File: config.mk
export PLATFORM = sky130hd
export DESIGN_NAME = pi_sqrt_cell
export DESIGN_NICKNAME = d
export VERILOG_FILES = /design/src/rtl/pi_pkg.sv /design/src/rtl/pi_sqrt_cell.sv
export SDC_FILE = /design/constraint.sdc
export NUM_CORES = 1
export LEC_CHECK = 0
export ABC_AREA = 1
export ABC_CLOCK_PERIOD_IN_PS = 3050
export BUFFER_PORTS_ARGS = -buffer_cell sky130_fd_sc_hd__buf_2
export CORE_AREA = 2 2 304 306
export CTS_CLUSTER_SIZE = 25
export DETAILED_ROUTE_END_ITERATION = 16
export DIE_AREA = 0 0 306 308
export GPL_ROUTABILITY_DRIVEN = 0
export PLACE_DENSITY = 0.4
export SLEW_MARGIN = 25
export SYNTH_ARGS = -nofsm -noshare
export SYNTH_HDL_FRONTEND = slang
export SYNTH_SLANG_ARGS = --single-unit
File: constraint.sdc
create_clock -name clock -period 3.05 [get_ports clock]
set_input_delay 0.1525 -clock clock [delete_from_list [all_inputs] [get_ports clock]]
set_output_delay 0.1525 -clock clock [all_outputs]
set_load 0.02 [all_outputs]
File: src/rtl/pi_pkg.sv
// Package for projection_intrinsics: widths, payload types, cell link types
// and the product index tables. No dependencies.
`default_nettype none

package pi_pkg;

   localparam int IN_W       = 48;
   localparam int HALF_W     = 24;
   localparam int PROD_W     = 96;
   localparam int DOT_W      = 98;
   localparam int CROSS_W    = 97;
   localparam int MAG_W      = 96;
   localparam int LIMB_W     = 32;
   localparam int SQ_W       = 192;
   localparam int ROOT_W     = 96;
   localparam int SQRT_REM_W = 97;
   localparam int QUOT_W     = 34;
   localparam int SCALE_SH   = 9;
   localparam int DIV_PRE    = QUOT_W - SCALE_SH;
   localparam int OUT_W      = 32;

   localparam int NUM_WORDS  = 9;
   localparam int NUM_MULS   = 21;
   localparam int NUM_DOTS   = 2;
   localparam int NUM_CROSS  = 6;
   localparam int NUM_ROOTS  = 2;
   localparam int NUM_QUOT   = 4;

   localparam int MUL_LAT    = 3;
   localparam int SQ_LAT     = 3;
   localparam int PAY_DLY    = SQ_LAT + 1 + ROOT_W;
   localparam int LAT        = MUL_LAT + 2 + SQ_LAT + 1 + ROOT_W + 1 + QUOT_W + 1;

   typedef logic [3:0] word_idx_type;

   // product operands, words 0..2 = m1, 3..5 = m2, 6..8 = m3
   // 0..2: m3.m3, 3..5: m1.m3, 6..8: m2.m3, 9..14: m1 x m3 pairs, 15..20: m2 x m3 pairs
   localparam word_idx_type MUL_A [NUM_MULS] = '{
      4'd6, 4'd7, 4'd8, 4'd0, 4'd1, 4'd2, 4'd3, 4'd4, 4'd5,
      4'd1, 4'd2, 4'd2, 4'd0, 4'd0, 4'd1,
      4'd4, 4'd5, 4'd5, 4'd3, 4'd3, 4'd4};
   localparam word_idx_type MUL_B [NUM_MULS] = '{
      4'd6, 4'd7, 4'd8, 4'd6, 4'd7, 4'd8, 4'd6, 4'd7, 4'd8,
      4'd8, 4'd7, 4'd6, 4'd8, 4'd7, 4'd6,
      4'd8, 4'd7, 4'd6, 4'd8, 4'd7, 4'd6};

   typedef struct packed {
      logic signed [IN_W-1:0] proj_r1_c1;
      logic signed [IN_W-1:0] proj_r1_c2;
      logic signed [IN_W-1:0] proj_r1_c3;
      logic signed [IN_W-1:0] proj_r2_c1;
      logic signed [IN_W-1:0] proj_r2_c2;
      logic signed [IN_W-1:0] proj_r2_c3;
      logic signed [IN_W-1:0] proj_r3_c1;
      logic signed [IN_W-1:0] proj_r3_c2;
      logic signed [IN_W-1:0] proj_r3_c3;
   } req_type;

   typedef struct packed {
      logic signed [OUT_W-1:0] focal_x;
      logic signed [OUT_W-1:0] focal_y;
      logic signed [OUT_W-1:0] center_u;
      logic signed [OUT_W-1:0] center_v;
      logic                    degenerate;
      logic                    overflowed;
   } rsp_type;

   typedef struct packed {
      logic [SQRT_REM_W-1:0] rem;
      logic [ROOT_W-1:0]     root;
      logic [SQ_W-1:0]       rad;
   } sqrt_cell_type;

   typedef struct packed {
      logic [MAG_W-1:0]  rem;
      logic [QUOT_W-1:0] num;
      logic [QUOT_W-1:0] quot;
      logic [MAG_W-1:0]  dsr;
   } div_cell_type;

   typedef struct packed {
      logic [MAG_W-1:0]                s;
      logic [NUM_DOTS-1:0][MAG_W-1:0]  dmag;
      logic [NUM_DOTS-1:0]             dneg;
      logic                            degen;
   } pay_type;

   typedef struct packed {
      logic [NUM_QUOT-1:0] neg;
      logic [NUM_QUOT-1:0] big;
      logic                degen;
   } quot_side_type;

endpackage

`default_nettype wire

File: src/rtl/pi_sqrt_cell.sv
// One step of the digit-by-digit integer square root, registered.
// Depends on pi_pkg.
`default_nettype none

module pi_sqrt_cell (
   input  logic                   clock,
   input  pi_pkg::sqrt_cell_type  cell_in,
   output pi_pkg::sqrt_cell_type  cell_out
);
   import pi_pkg::*;

   logic [SQRT_REM_W+1:0] cur, trial, diff;
   logic                  ge;
   sqrt_cell_type         cell_ff, cell_in_nx;

   always_comb begin
      cur   = {cell_in.rem, cell_in.rad[SQ_W-1:SQ_W-2]};
      trial = {1'b0, cell_in.root, 2'b01};
      diff  = cur - trial;
      ge    = (cur >= trial);
      cell_in_nx.rem  = ge ? diff[SQRT_REM_W-1:0] : cur[SQRT_REM_W-1:0];
      cell_in_nx.root = {cell_in.root[ROOT_W-2:0], ge};
      cell_in_nx.rad  = {cell_in.rad[SQ_W-3:0], 2'b00};
   end

   always_ff @(posedge clock) begin
      cell_ff <= cell_in_nx;
   end

   assign cell_out = cell_ff;

endmodule

`default_nettype wire

-- After elaboration in Yosys (flattened, before gate mapping)
Index checks and enable logic that the tools add are counted.
- register bits after elaboration: 383
- bits of input ports: 386
- logic and storage cells: 6
- add/subtract/negate cells: 1
- $lt $le $gt $ge: 1
- multiplexer cells: 1
- operators by type and width (cell ; count):
    >= comparator 99 x 98 -> 1 bit ; 1
    2-to-1 mux 97 bit ; 1
    subtractor 97 bit ; 1

-- Logic depth before layout (Yosys ltp)
- depth in word-level cells: 2
- depth in mapped cells: 19
- mapped depth without buffers: 18

-- Worst setup path after synthesis
Ideal clock, no wire load.
- kind: input to register
- from: input port cell_in[280] (netlist bit)
- to: register cell_ff (netlist bit cell_out[329])
- setup time: 0.113 ns
- arrival time: 1.903 ns
- setup slack: 1.034 ns
- stages on the path: 16
- buffers on the path: 2
- cell sequence: inv_1 ha_1 nand2_1 inv_2 a21oi_1 inv_1 a21oi_1 nor2_1 nor2_1 nand2_1 a21oi_4 nand3_2 buf_6 buf_6 nand2_1 nand2_1
- RTL lines (element ; line ; source):
    start: declaration ; pi_sqrt_cell.sv:7 ; input pi_pkg::sqrt_cell_type cell_in,
    end signal: assignment ; pi_sqrt_cell.sv:27 ; cell_ff <= cell_in_nx;
    end: declaration ; pi_sqrt_cell.sv:14 ; sqrt_cell_type cell_ff, cell_in_nx;

==> impl_metrics.toml <==
[worst_hold_path]
min_path_type = "input port to flop"
hold_path.startpoint = "cell_in[123]"
min_to = "cell_out[125]"
min_path_cells = 2

[cells_and_area]
fillers = 10250
nNetsFinal = 4785
drive_gt1_frac = 0.2120
utilization = 0.3382
largest_reg_flops = 383
area_growth_pct = 56.18

[placement]
portBuffers = 768
hpwl_um = 99950

[yosys]
ys_ff_latch = 383
ys_seq_area_frac = 0.3892
syn_avg_cell_area_um2 = 6.344
synth_top_area_cell = "dfxtp_1"
yosysWarnings = 0
yosysUniqueCellTypes = 33
synthMostInstantiatedCell = "nand2_1"
synth_flop_cell = "dfxtp_1"
synth_area_leaders = "dfxtp_1, nand2_1, inv_1"
netlist_instances = 3105
synth_top_cell_area_share = 0.3892
async_flop_share = 0
syn_area_mm2 = 0.01970
synth_edf_count = 0
synth_common_cells = "nand2_1, inv_1, dfxtp_1, nor2_1, nand4_1"

[cts]
clockBufferDepth = 3
htree_num_levels = 2
cts_tree = "built"
clock-sinks = 383
tritoncts.num_buffers = 49
root_buffer = "clkbuf_16"
clk_pin_slew_ns = 0.06

[timing]
fmaxAchievable_mhz = 345.4
tightest_slew_ns = 0.5446
grt_setup_unrepaired = "false"
tns_ns = 0
finalCriticalPeriod_ns = 2.895
setup_viol = 0
hold_viol_final = 0
finalMaxSlewViolations = 0
post-route-period-util = 0.9493
worst_slew_margin_rel = 0.6369
hold-worst-slack_ns = 0.1542

[global_routing]
grt_max_degree = 63
grt_pass1_wl_um = 163100
antenna_found_initial = 19
grtUsageTotal = 0.2414
first_global_vias = 23150
overflow = 0

[pwr]
p_int_mw = 10.86
power_leakage_nw = 17.66
pwr-share-clk = 0.387
swShare = 0.3413
peakVddDrop_v = 0.0003808
powerDensity_mw_per_mm2 = 535.7
p_sw_mw = 5.625
seq_power_share = 0.340
comb_power_share = 0.274

[worst_setup_path]
cp-end-kind = "flop"
cp.arrival_ns = 3.40
cp-start-kind = "input port"
cp.required_ns = 3.56
cp_max_fo = 36
crit_type = "input port to flop"

[routing]
firstDrtPassIters = 6
wl_um = 117300
drt-initial-drc-count = 1321
viasPerCell = 4.122
wire_per_inst_um = 21.19
drc = 0
drtAntennaViolNets = 0
vias = 22830

[die]
initial_core_util = 0.2165
dieHeight_um = 308
row_count = 111
io_pins = 771
core_area_mm2 = 0.09097
die_x_um = 306
die_area_mm2 = 0.09425

[run_status]
status = "finished clean"

[job]
max-cap-violations = 0
layout make-up:
type | instances | area (um^2) | area share
Multi-Input combinational cell | 1972 | 9183 | 0.2985
Timing Repair Buffer | 1188 | 8003 | 0.2601
Sequential cell | 383 | 7667 | 0.2492
Inverter | 707 | 2654 | 0.08626
Tap cell | 1186 | 1484 | 0.04823
Clock buffer | 68 | 1409 | 0.04579
Clock inverter | 22 | 339.1 | 0.01102
Antenna cell | 11 | 27.53 | 0.0008947
power by group through the flow:
stage / logic [mW] / clock network [mW] / registers (mW)
floorplan: 1.65 / 0 / 6.30
global placement: 4.15 / 0 / 5.70
detailed placement: 4.14 / 0 / 5.70
CTS: 4.58 / 6.55 / 5.60
global route: 4.92 / 6.74 / 5.64
finish: 4.51 / 6.37 / 5.60
worst max-delay path, stage by stage:
cell           delay, ns
dlygate4sd3_1       0.57
buf_2               0.16
inv_1               0.06
ha_1                0.35
nand2_1             0.12
nor2_1              0.29
inv_2               0.06
nor2_2              0.29
nand2_1             0.27
nor3_1              0.36
nand3_4             0.14
buf_4               0.28
nand4_1             0.17
nand2_1             0.06
worst max path at each step:
stage          cells after the start  slack [ns]          from            end
6_report                          14        0.15  cell_in[221]  cell_out[347]
5_1_grt                           14        0.03  cell_in[221]  cell_out[353]
2_1_floorplan                     16        1.03  cell_in[280]  cell_out[329]
3_3_place_gp                      13        0.07  cell_in[220]  cell_out[368]
4_1_cts                           14        0.19  cell_in[220]  cell_out[372]
3_5_place_dp                      13        0.05  cell_in[220]  cell_out[363]
per-layer routing:
layer | vias up | part of all wire | GRT usage
met5 | - | 0.00075 | 0
met1 | 10390 | 0.40 | 0.2741
met4 | 14 | 0.036 | 0.08260
met2 | 700 | 0.51 | 0.4516
li1 | 11570 | - | -
met3 | 146 | 0.051 | 0.04233
through the flow:
stage / instances / total power [mW] / cell area, um^2 / setup slack, ns
final: 5537 / 16.48 / 30770 / 0.1547
after global routing: 5533 / 17.29 / 30760 / 0.02788
after CTS: 5526 / 16.74 / 30740 / 0.1883
after detailed placement: 5054 / 9.842 / 25170 / 0.05404
after global placement: 5054 / 9.856 / 25170 / 0.06886
after floorplan: 3106 / 7.948 / 19700 / 1.034
cell families after synthesis:
kind of cell,after synthesis,synth area share
XOR/XNOR,55,0.02445
AO/OA/AOI/OAI,65,0.01753
adder cells (fa/ha/maj),98,0.06225
other,1,0.0001904
buffers and inverters,751,0.1460
AND/OR/NAND/NOR,1752,0.3604
flip-flops,383,0.3892
layout by cell type (no fill, tap or decap), types with 2 or more instances in the layout:
master	count
dlygate4sd3_1	382
nor2_2	8
a21oi_1	57
clkinv_4	4
clkinv_2	4
inv_1	690
nor2_1	222
buf_2	768
nand3_4	3
o21bai_1	2
clkbuf_8	9
bufinv_16	7
nand3_1	86
dfxtp_1	383
nand4_1	123
conb_1	2
xor2_1	54
buf_4	34
and2_1	7
diode_2	11
clkinvlp_4	5
clkbuf_16	50
ha_1	98
clkbuf_1	9
nand2_1	1284
nor3_1	13
inv_2	17
o21ai_0	2
buf_12	4
repair_timing:
action                                 CTS  global route
gates resized for setup                  0             0
hold buffers                           382             0
buffers inserted                         0             0
endpoints found under the hold margin  382             0
Power figures use the tool's default switching activity.
