## config.mk

```make
export PLATFORM = sky130hd
export DESIGN_NAME = pi_div_cell
export DESIGN_NICKNAME = d
export VERILOG_FILES = /design/src/rtl/pi_pkg.sv /design/src/rtl/pi_div_cell.sv
export SDC_FILE = /design/constraint.sdc
export NUM_CORES = 1
export LEC_CHECK = 0
export BUFFER_PORTS_ARGS = -buffer_cell sky130_fd_sc_hd__buf_2
export CAP_MARGIN = 30
export CORE_AREA = 5 5 197 199
export DETAILED_ROUTE_END_ITERATION = 12
export DIE_AREA = 0 0 202 204
export GPL_TIMING_DRIVEN = 0
export HOLD_SLACK_MARGIN = 0.02
export PLACE_DENSITY = 0.65
export SKIP_LAST_GASP = 1
export SLEW_MARGIN = 20
export SYNTH_ARGS = -nofsm -noshare
export SYNTH_HDL_FRONTEND = slang
export SYNTH_SLANG_ARGS = --single-unit
```

## constraint.sdc

```tcl
create_clock -name clock -period 4.2 [get_ports clock]
set_input_delay 0.63 -clock clock [delete_from_list [all_inputs] [get_ports clock]]
set_output_delay 0.63 -clock clock [all_outputs]
set_load 0.005 [all_outputs]
```

## src/rtl/pi_pkg.sv

```systemverilog
// Package for projection_intrinsics: widths, payload types, cell link types
// and the product index tables. No dependencies.
`default_nettype none

package pi_pkg;

   localparam int IN_W       = 48;
   localparam int HALF_W     = 24;
   localparam int PROD_W     = 96;
   localparam int DOT_W      = 98;
   localparam int CROSS_W    = 97;
   localparam int MAG_W      = 96;
   localparam int LIMB_W     = 32;
   localparam int SQ_W       = 192;
   localparam int ROOT_W     = 96;
   localparam int SQRT_REM_W = 97;
   localparam int QUOT_W     = 34;
   localparam int SCALE_SH   = 9;
   localparam int DIV_PRE    = QUOT_W - SCALE_SH;
   localparam int OUT_W      = 32;

   localparam int NUM_WORDS  = 9;
   localparam int NUM_MULS   = 21;
   localparam int NUM_DOTS   = 2;
   localparam int NUM_CROSS  = 6;
   localparam int NUM_ROOTS  = 2;
   localparam int NUM_QUOT   = 4;

   localparam int MUL_LAT    = 3;
   localparam int SQ_LAT     = 3;
   localparam int PAY_DLY    = SQ_LAT + 1 + ROOT_W;
   localparam int LAT        = MUL_LAT + 2 + SQ_LAT + 1 + ROOT_W + 1 + QUOT_W + 1;

   typedef logic [3:0] word_idx_type;

   // product operands, words 0..2 = m1, 3..5 = m2, 6..8 = m3
   // 0..2: m3.m3, 3..5: m1.m3, 6..8: m2.m3, 9..14: m1 x m3 pairs, 15..20: m2 x m3 pairs
   localparam word_idx_type MUL_A [NUM_MULS] = '{
      4'd6, 4'd7, 4'd8, 4'd0, 4'd1, 4'd2, 4'd3, 4'd4, 4'd5,
      4'd1, 4'd2, 4'd2, 4'd0, 4'd0, 4'd1,
      4'd4, 4'd5, 4'd5, 4'd3, 4'd3, 4'd4};
   localparam word_idx_type MUL_B [NUM_MULS] = '{
      4'd6, 4'd7, 4'd8, 4'd6, 4'd7, 4'd8, 4'd6, 4'd7, 4'd8,
      4'd8, 4'd7, 4'd6, 4'd8, 4'd7, 4'd6,
      4'd8, 4'd7, 4'd6, 4'd8, 4'd7, 4'd6};

   typedef struct packed {
      logic signed [IN_W-1:0] proj_r1_c1;
      logic signed [IN_W-1:0] proj_r1_c2;
      logic signed [IN_W-1:0] proj_r1_c3;
      logic signed [IN_W-1:0] proj_r2_c1;
      logic signed [IN_W-1:0] proj_r2_c2;
      logic signed [IN_W-1:0] proj_r2_c3;
      logic signed [IN_W-1:0] proj_r3_c1;
      logic signed [IN_W-1:0] proj_r3_c2;
      logic signed [IN_W-1:0] proj_r3_c3;
   } req_type;

   typedef struct packed {
      logic signed [OUT_W-1:0] focal_x;
      logic signed [OUT_W-1:0] focal_y;
      logic signed [OUT_W-1:0] center_u;
      logic signed [OUT_W-1:0] center_v;
      logic                    degenerate;
      logic                    overflowed;
   } rsp_type;

   typedef struct packed {
      logic [SQRT_REM_W-1:0] rem;
      logic [ROOT_W-1:0]     root;
      logic [SQ_W-1:0]       rad;
   } sqrt_cell_type;

   typedef struct packed {
      logic [MAG_W-1:0]  rem;
      logic [QUOT_W-1:0] num;
      logic [QUOT_W-1:0] quot;
      logic [MAG_W-1:0]  dsr;
   } div_cell_type;

   typedef struct packed {
      logic [MAG_W-1:0]                s;
      logic [NUM_DOTS-1:0][MAG_W-1:0]  dmag;
      logic [NUM_DOTS-1:0]             dneg;
      logic                            degen;
   } pay_type;

   typedef struct packed {
      logic [NUM_QUOT-1:0] neg;
      logic [NUM_QUOT-1:0] big;
      logic                degen;
   } quot_side_type;

endpackage

`default_nettype wire

```

## src/rtl/pi_div_cell.sv

```systemverilog
// One step of restoring division: one quotient bit per cell, registered.
// Depends on pi_pkg.
`default_nettype none

module pi_div_cell (
   input  logic                  clock,
   input  pi_pkg::div_cell_type  cell_in,
   output pi_pkg::div_cell_type  cell_out
);
   import pi_pkg::*;

   logic [MAG_W:0] cur, diff;
   logic           ge;
   div_cell_type   cell_ff, cell_in_nx;

   always_comb begin
      cur  = {cell_in.rem, cell_in.num[QUOT_W-1]};
      diff = cur - {1'b0, cell_in.dsr};
      ge   = (cur >= {1'b0, cell_in.dsr});
      cell_in_nx.rem  = ge ? diff[MAG_W-1:0] : cur[MAG_W-1:0];
      cell_in_nx.num  = {cell_in.num[QUOT_W-2:0], 1'b0};
      cell_in_nx.quot = {cell_in.quot[QUOT_W-2:0], ge};
      cell_in_nx.dsr  = cell_in.dsr;
   end

   always_ff @(posedge clock) begin
      cell_ff <= cell_in_nx;
   end

   assign cell_out = cell_ff;

endmodule

`default_nettype wire

```

Word-level counts from Yosys, hierarchy flattened
Cells that the tools add are included.
{"block": "word_totals", "in_bits": 261, "regBits": 259}
{"block": "classes", "n_mux": 1, "n_addsub": 1, "magnitude_cmp": 1}
{"op": "$ge 97x96->1", "count": 1}
{"op": "$mux 96", "count": 1}
{"op": "$sub 96x96->96", "count": 1}

Depth between registers and ports, before layout
{"block": "depth", "depth_word": 2, "mapped_depth": 17, "ltp_nobuf": 13}

Worst setup path before layout
No wires, ideal clock.
{"block": "synth_path", "kind": "input -> register", "from": "in cell_in[163] in the netlist's numbering", "to": "reg cell_ff, in the netlist cell_out[258]", "setup_time_ns": 0.074, "t_arrival_ns": 3.306, "stages": 13, "slack_ns": 0.820, "cell_sequence": "inv_1 ha_1 fa_1 nor2b_1 o211ai_1 a311oi_2 o21a_1 o21ai_1 a211oi_2 nor4_1 or3_4 a211o_1 a31oi_1"}
{"item": "start, declared", "line": "pi_div_cell.sv:7", "rtl": "input pi_pkg::div_cell_type cell_in,"}
{"item": "end signal, assigned", "line": "pi_div_cell.sv:27", "rtl": "cell_ff <= cell_in_nx;"}
{"item": "end, declared", "line": "pi_div_cell.sv:14", "rtl": "div_cell_type cell_ff, cell_in_nx;"}

==> impl_metrics.py <==
metrics = {
    "synthesis": {
        "synth_common_cells": "dfxtp_1 (259), a21oi_1 (145), inv_1 (133), nand2_1 (98), ha_1 (96)",
        "synth-edff-count": 0,
        "syn_inst": 1437,
        "yosys_warnings": 0,
        "synth_cell_types": 73,
        "ys.flop_type": "dfxtp_1",
        "syn_area_um2": 13300,
        "synthMostInstantiatedCell": "dfxtp_1",
        "synth_top_area_frac": 0.390,
        "syn_area_per_cell_um2": 9.24,
        "ys_ff_latch": 259,
        "ys_top_cells_by_area": "dfxtp_1 (39%), ha_1 (9.0%), mux2_4 (6.0%)",
        "synth-async-reset-ratio": 0,
        "yosysTopAreaCell": "dfxtp_1",
        "synth_fp_nets": 1795,
        "synth_seq_area_share": 0.390,
    },
    "power_and_ir_drop": {
        "swShare": 0.297,
        "p_sw_w": 0.00213,
        "ir_worst_vdd_mv": 0.343,
        "power_frac_clock": 0.331,
        "power_frac_seq": 0.393,
        "p_int_w": 0.00503,
        "power.total_w": 0.00715,
        "pwr-share-comb": 0.276,
        "powerDensity_nw_per_um2": 412,
        "leakage_nw": 8.57,
    },
    "critical_path": {
        "startpoint": "cell_in[9]",
        "path_max_fanout": 7,
        "crit_arrival_ns": 4.41,
        "cpMaxStageDelayCell": "a2111oi_1",
        "critPathRequiredTime_ns": 4.63,
        "cpMostUsedCell": "a21oi_1",
        "crit_chain": "buf_2 -> inv_1 -> ha_1 -> nand3_1 -> o22ai_1 -> a21oi_1 -> a2111oi_1 -> o21ai_1 -> o21ai_2 -> a21oi_1 -> o211ai_1 -> xor2_1 -> mux2_2",
        "critPathCapture": "cell_out[259]$_DFF_P_",
        "critPathCaptureType": "flop",
        "crit_type": "in -> reg",
        "slowest_delay_ns": 0.72,
        "startpoint_type": "primary input",
    },
    "floorplan": {
        "num_io_pins": 521,
        "die_w_um": 202,
        "initial_utilization": 0.358,
        "die_h_um": 204,
        "placement_rows": 71,
        "core_um2": 37000,
        "dieArea_um2": 41200,
    },
    "clock_tree": {
        "numCtsBuffers": 27,
        "cts_root_buf": "clkbuf_16",
        "post_cts_buffers": 0,
        "cts_buffer_depth": 3,
        "cts.sinks": 259,
        "cts_max_level": 1,
        "hold_buffers": 0,
        "cts_tree": "done",
        "cts-resized-gates": 2,
        "cts.clk_slew.worst_paths_ns": 0.06,
    },
    "sta": {
        "slew_headroom": 0.388,
        "slew_violations": 0,
        "fmaxAchievable_mhz": 252,
        "final.period_utilization": 0.946,
        "hold_viol_final": 0,
        "period_needed_ns": 3.97,
        "finalSetupViolCount": 0,
        "layout_setup_ws_ns": 0.226,
        "tightestPinTransition_ns": 0.918,
        "rsz0062_at_grt": "false",
    },
    "global_routing": {
        "grt_use_total": 0.222,
        "grt_max_degree": 15,
        "grt-ovfl-total": 0,
        "grt_pass1_vias": 12743,
        "antenna_found_initial": 8,
        "grt_pass1_wl_um": 72700,
    },
    "detailed_routing": {
        "wl_per_cell_um": 19.6,
        "routed_via_density": 5.06,
        "drt_wl_total_um": 48700,
        "dr.first_iter.drc_count": 563,
        "dr_total_vias": 12547,
        "antenna_left": 0,
        "dr.pass1.iters": 5,
        "drc": 0,
    },
    "run": {
        "maxCapViolations": 0,
    },
    "finish": {
        "fin_util": 0.469,
        "design_area_um2": 17400,
        "nets": 2344,
        "largest_reg_flops": 259,
        "fillers": 3648,
        "drive_above_1_share": 0.355,
        "area_growth_pct": 30.8,
    },
    "placed_design": {
        "dpl-instance-area_um2": 16500,
        "dp_worst_setup_slack_ns": -0.749,
        "routabilityCongestion": 0.908,
        "dp_hpwl_um": 41100,
        "portBuffers": 518,
    },
    "run_status": {
        "status": "completed",
    },
    "hold_path": {
        "worstHoldPathType": "in -> reg",
    },
}
==> metrics by stage <==
step,instances,hold WS (ns),TNS [ns]
4_1_cts,2479,0.149,0
6_report,2482,0.183,0
3_3_place_gp,2429,0.732,-47.69
3_5_place_dp,2430,0.734,-34.69
5_1_grt,2481,0.160,0
2_1_floorplan,1437,0.658,0
==> critical path: cells and delay by family <==
| kind | cells | cell delay, ns |
|---|---|---|
| and+or+nand+nor | 1 | 0.27 |
| muxes | 1 | 0.27 |
| adders and majority gates | 1 | 0.38 |
| buffers and inverters | 2 | 0.17 |
| AOI/OAI and AO/OA | 7 | 2.57 |
| xor gates and xnor gates | 1 | 0.11 |
==> worst min-delay path by stage <==
| stage | cells past startpoint | start | to |
|---|---|---|---|
| after global routing | 1 | cell_in[148] | cell_out[149]$_DFF_P_ |
| after CTS | 1 | cell_in[148] | cell_out[149]$_DFF_P_ |
| after detailed placement | 1 | cell_in[148] | cell_out[149]$_DFF_P_ |
| after floorplan | 0 | cell_in[0] | cell_out[0]$_DFF_P_ |
| after global placement | 1 | cell_in[98] | cell_out[99]$_DFF_P_ |
| final | 1 | cell_in[148] | cell_out[149]$_DFF_P_ |
==> cell usage in the layout, fill, tap and decap left out, types with 7 or more instances in the layout <==
cell       count
nor4_1         8
nand2_1       98
o211ai_1       7
xnor2_1       56
a21oi_1      145
clkbuf_1      24
dfxtp_1      259
o31ai_1       12
mux2_4        53
mux2_2        25
ha_1          96
o21a_1        17
or3_1         14
buf_2        538
o21bai_1      32
clkbuf_8       7
inv_1        133
a31oi_1        7
and2_1         7
and3_1         7
xor2_1        32
o21ai_0       63
a21oi_2       11
nand3_1       24
clkbuf_16     27
a21o_1        41
nand4_1       35
nor3_1        49
nor2_1        51
o21ai_1        9
a21boi_0       7
nor2b_1        8
==> cell families after synthesis <==
logic type | synth area share
xor+xnor | 0.0580
buf+inv | 0.0617
simple gates | 0.123
mux | 0.0826
compound gates | 0.192
fa+ha+maj | 0.0920
other cells | 0.000282
flops | 0.390
==> power by group through the flow <==
stage                     registers, W  clock network [W]  logic [W]
after floorplan                0.00291                  0    0.00113
after global placement         0.00286                  0    0.00197
after detailed placement       0.00286                  0    0.00198
after CTS                      0.00281            0.00244    0.00199
after global routing           0.00284            0.00253    0.00216
final                          0.00281            0.00237    0.00197
==> routing by layer <==
metal  track usage  share of wire  vias to the layer above
met5             0         0.0015                        -
met4        0.0515          0.022                       10
met3        0.0514          0.076                       76
met2         0.419           0.51                      481
met1         0.255           0.39                     5809
li1              -              -                     6171
==> final cells by class <==
| cell class | instances | area (um2) | area share |
|---|---|---|---|
| sequential | 259 | 5180 | 0.299 |
| tap | 474 | 593 | 0.0341 |
| antenna | 2 | 5.00 | 0.000288 |
| inverter | 135 | 507 | 0.0292 |
| buffer | 52 | 313 | 0.0180 |
| timing repair buffer | 520 | 2600 | 0.150 |
| clock buffer | 38 | 787 | 0.0453 |
| multi-input combinational | 991 | 7280 | 0.419 |
| clock inverter | 11 | 93.8 | 0.00540 |
(Power assumes the default switching activity.)
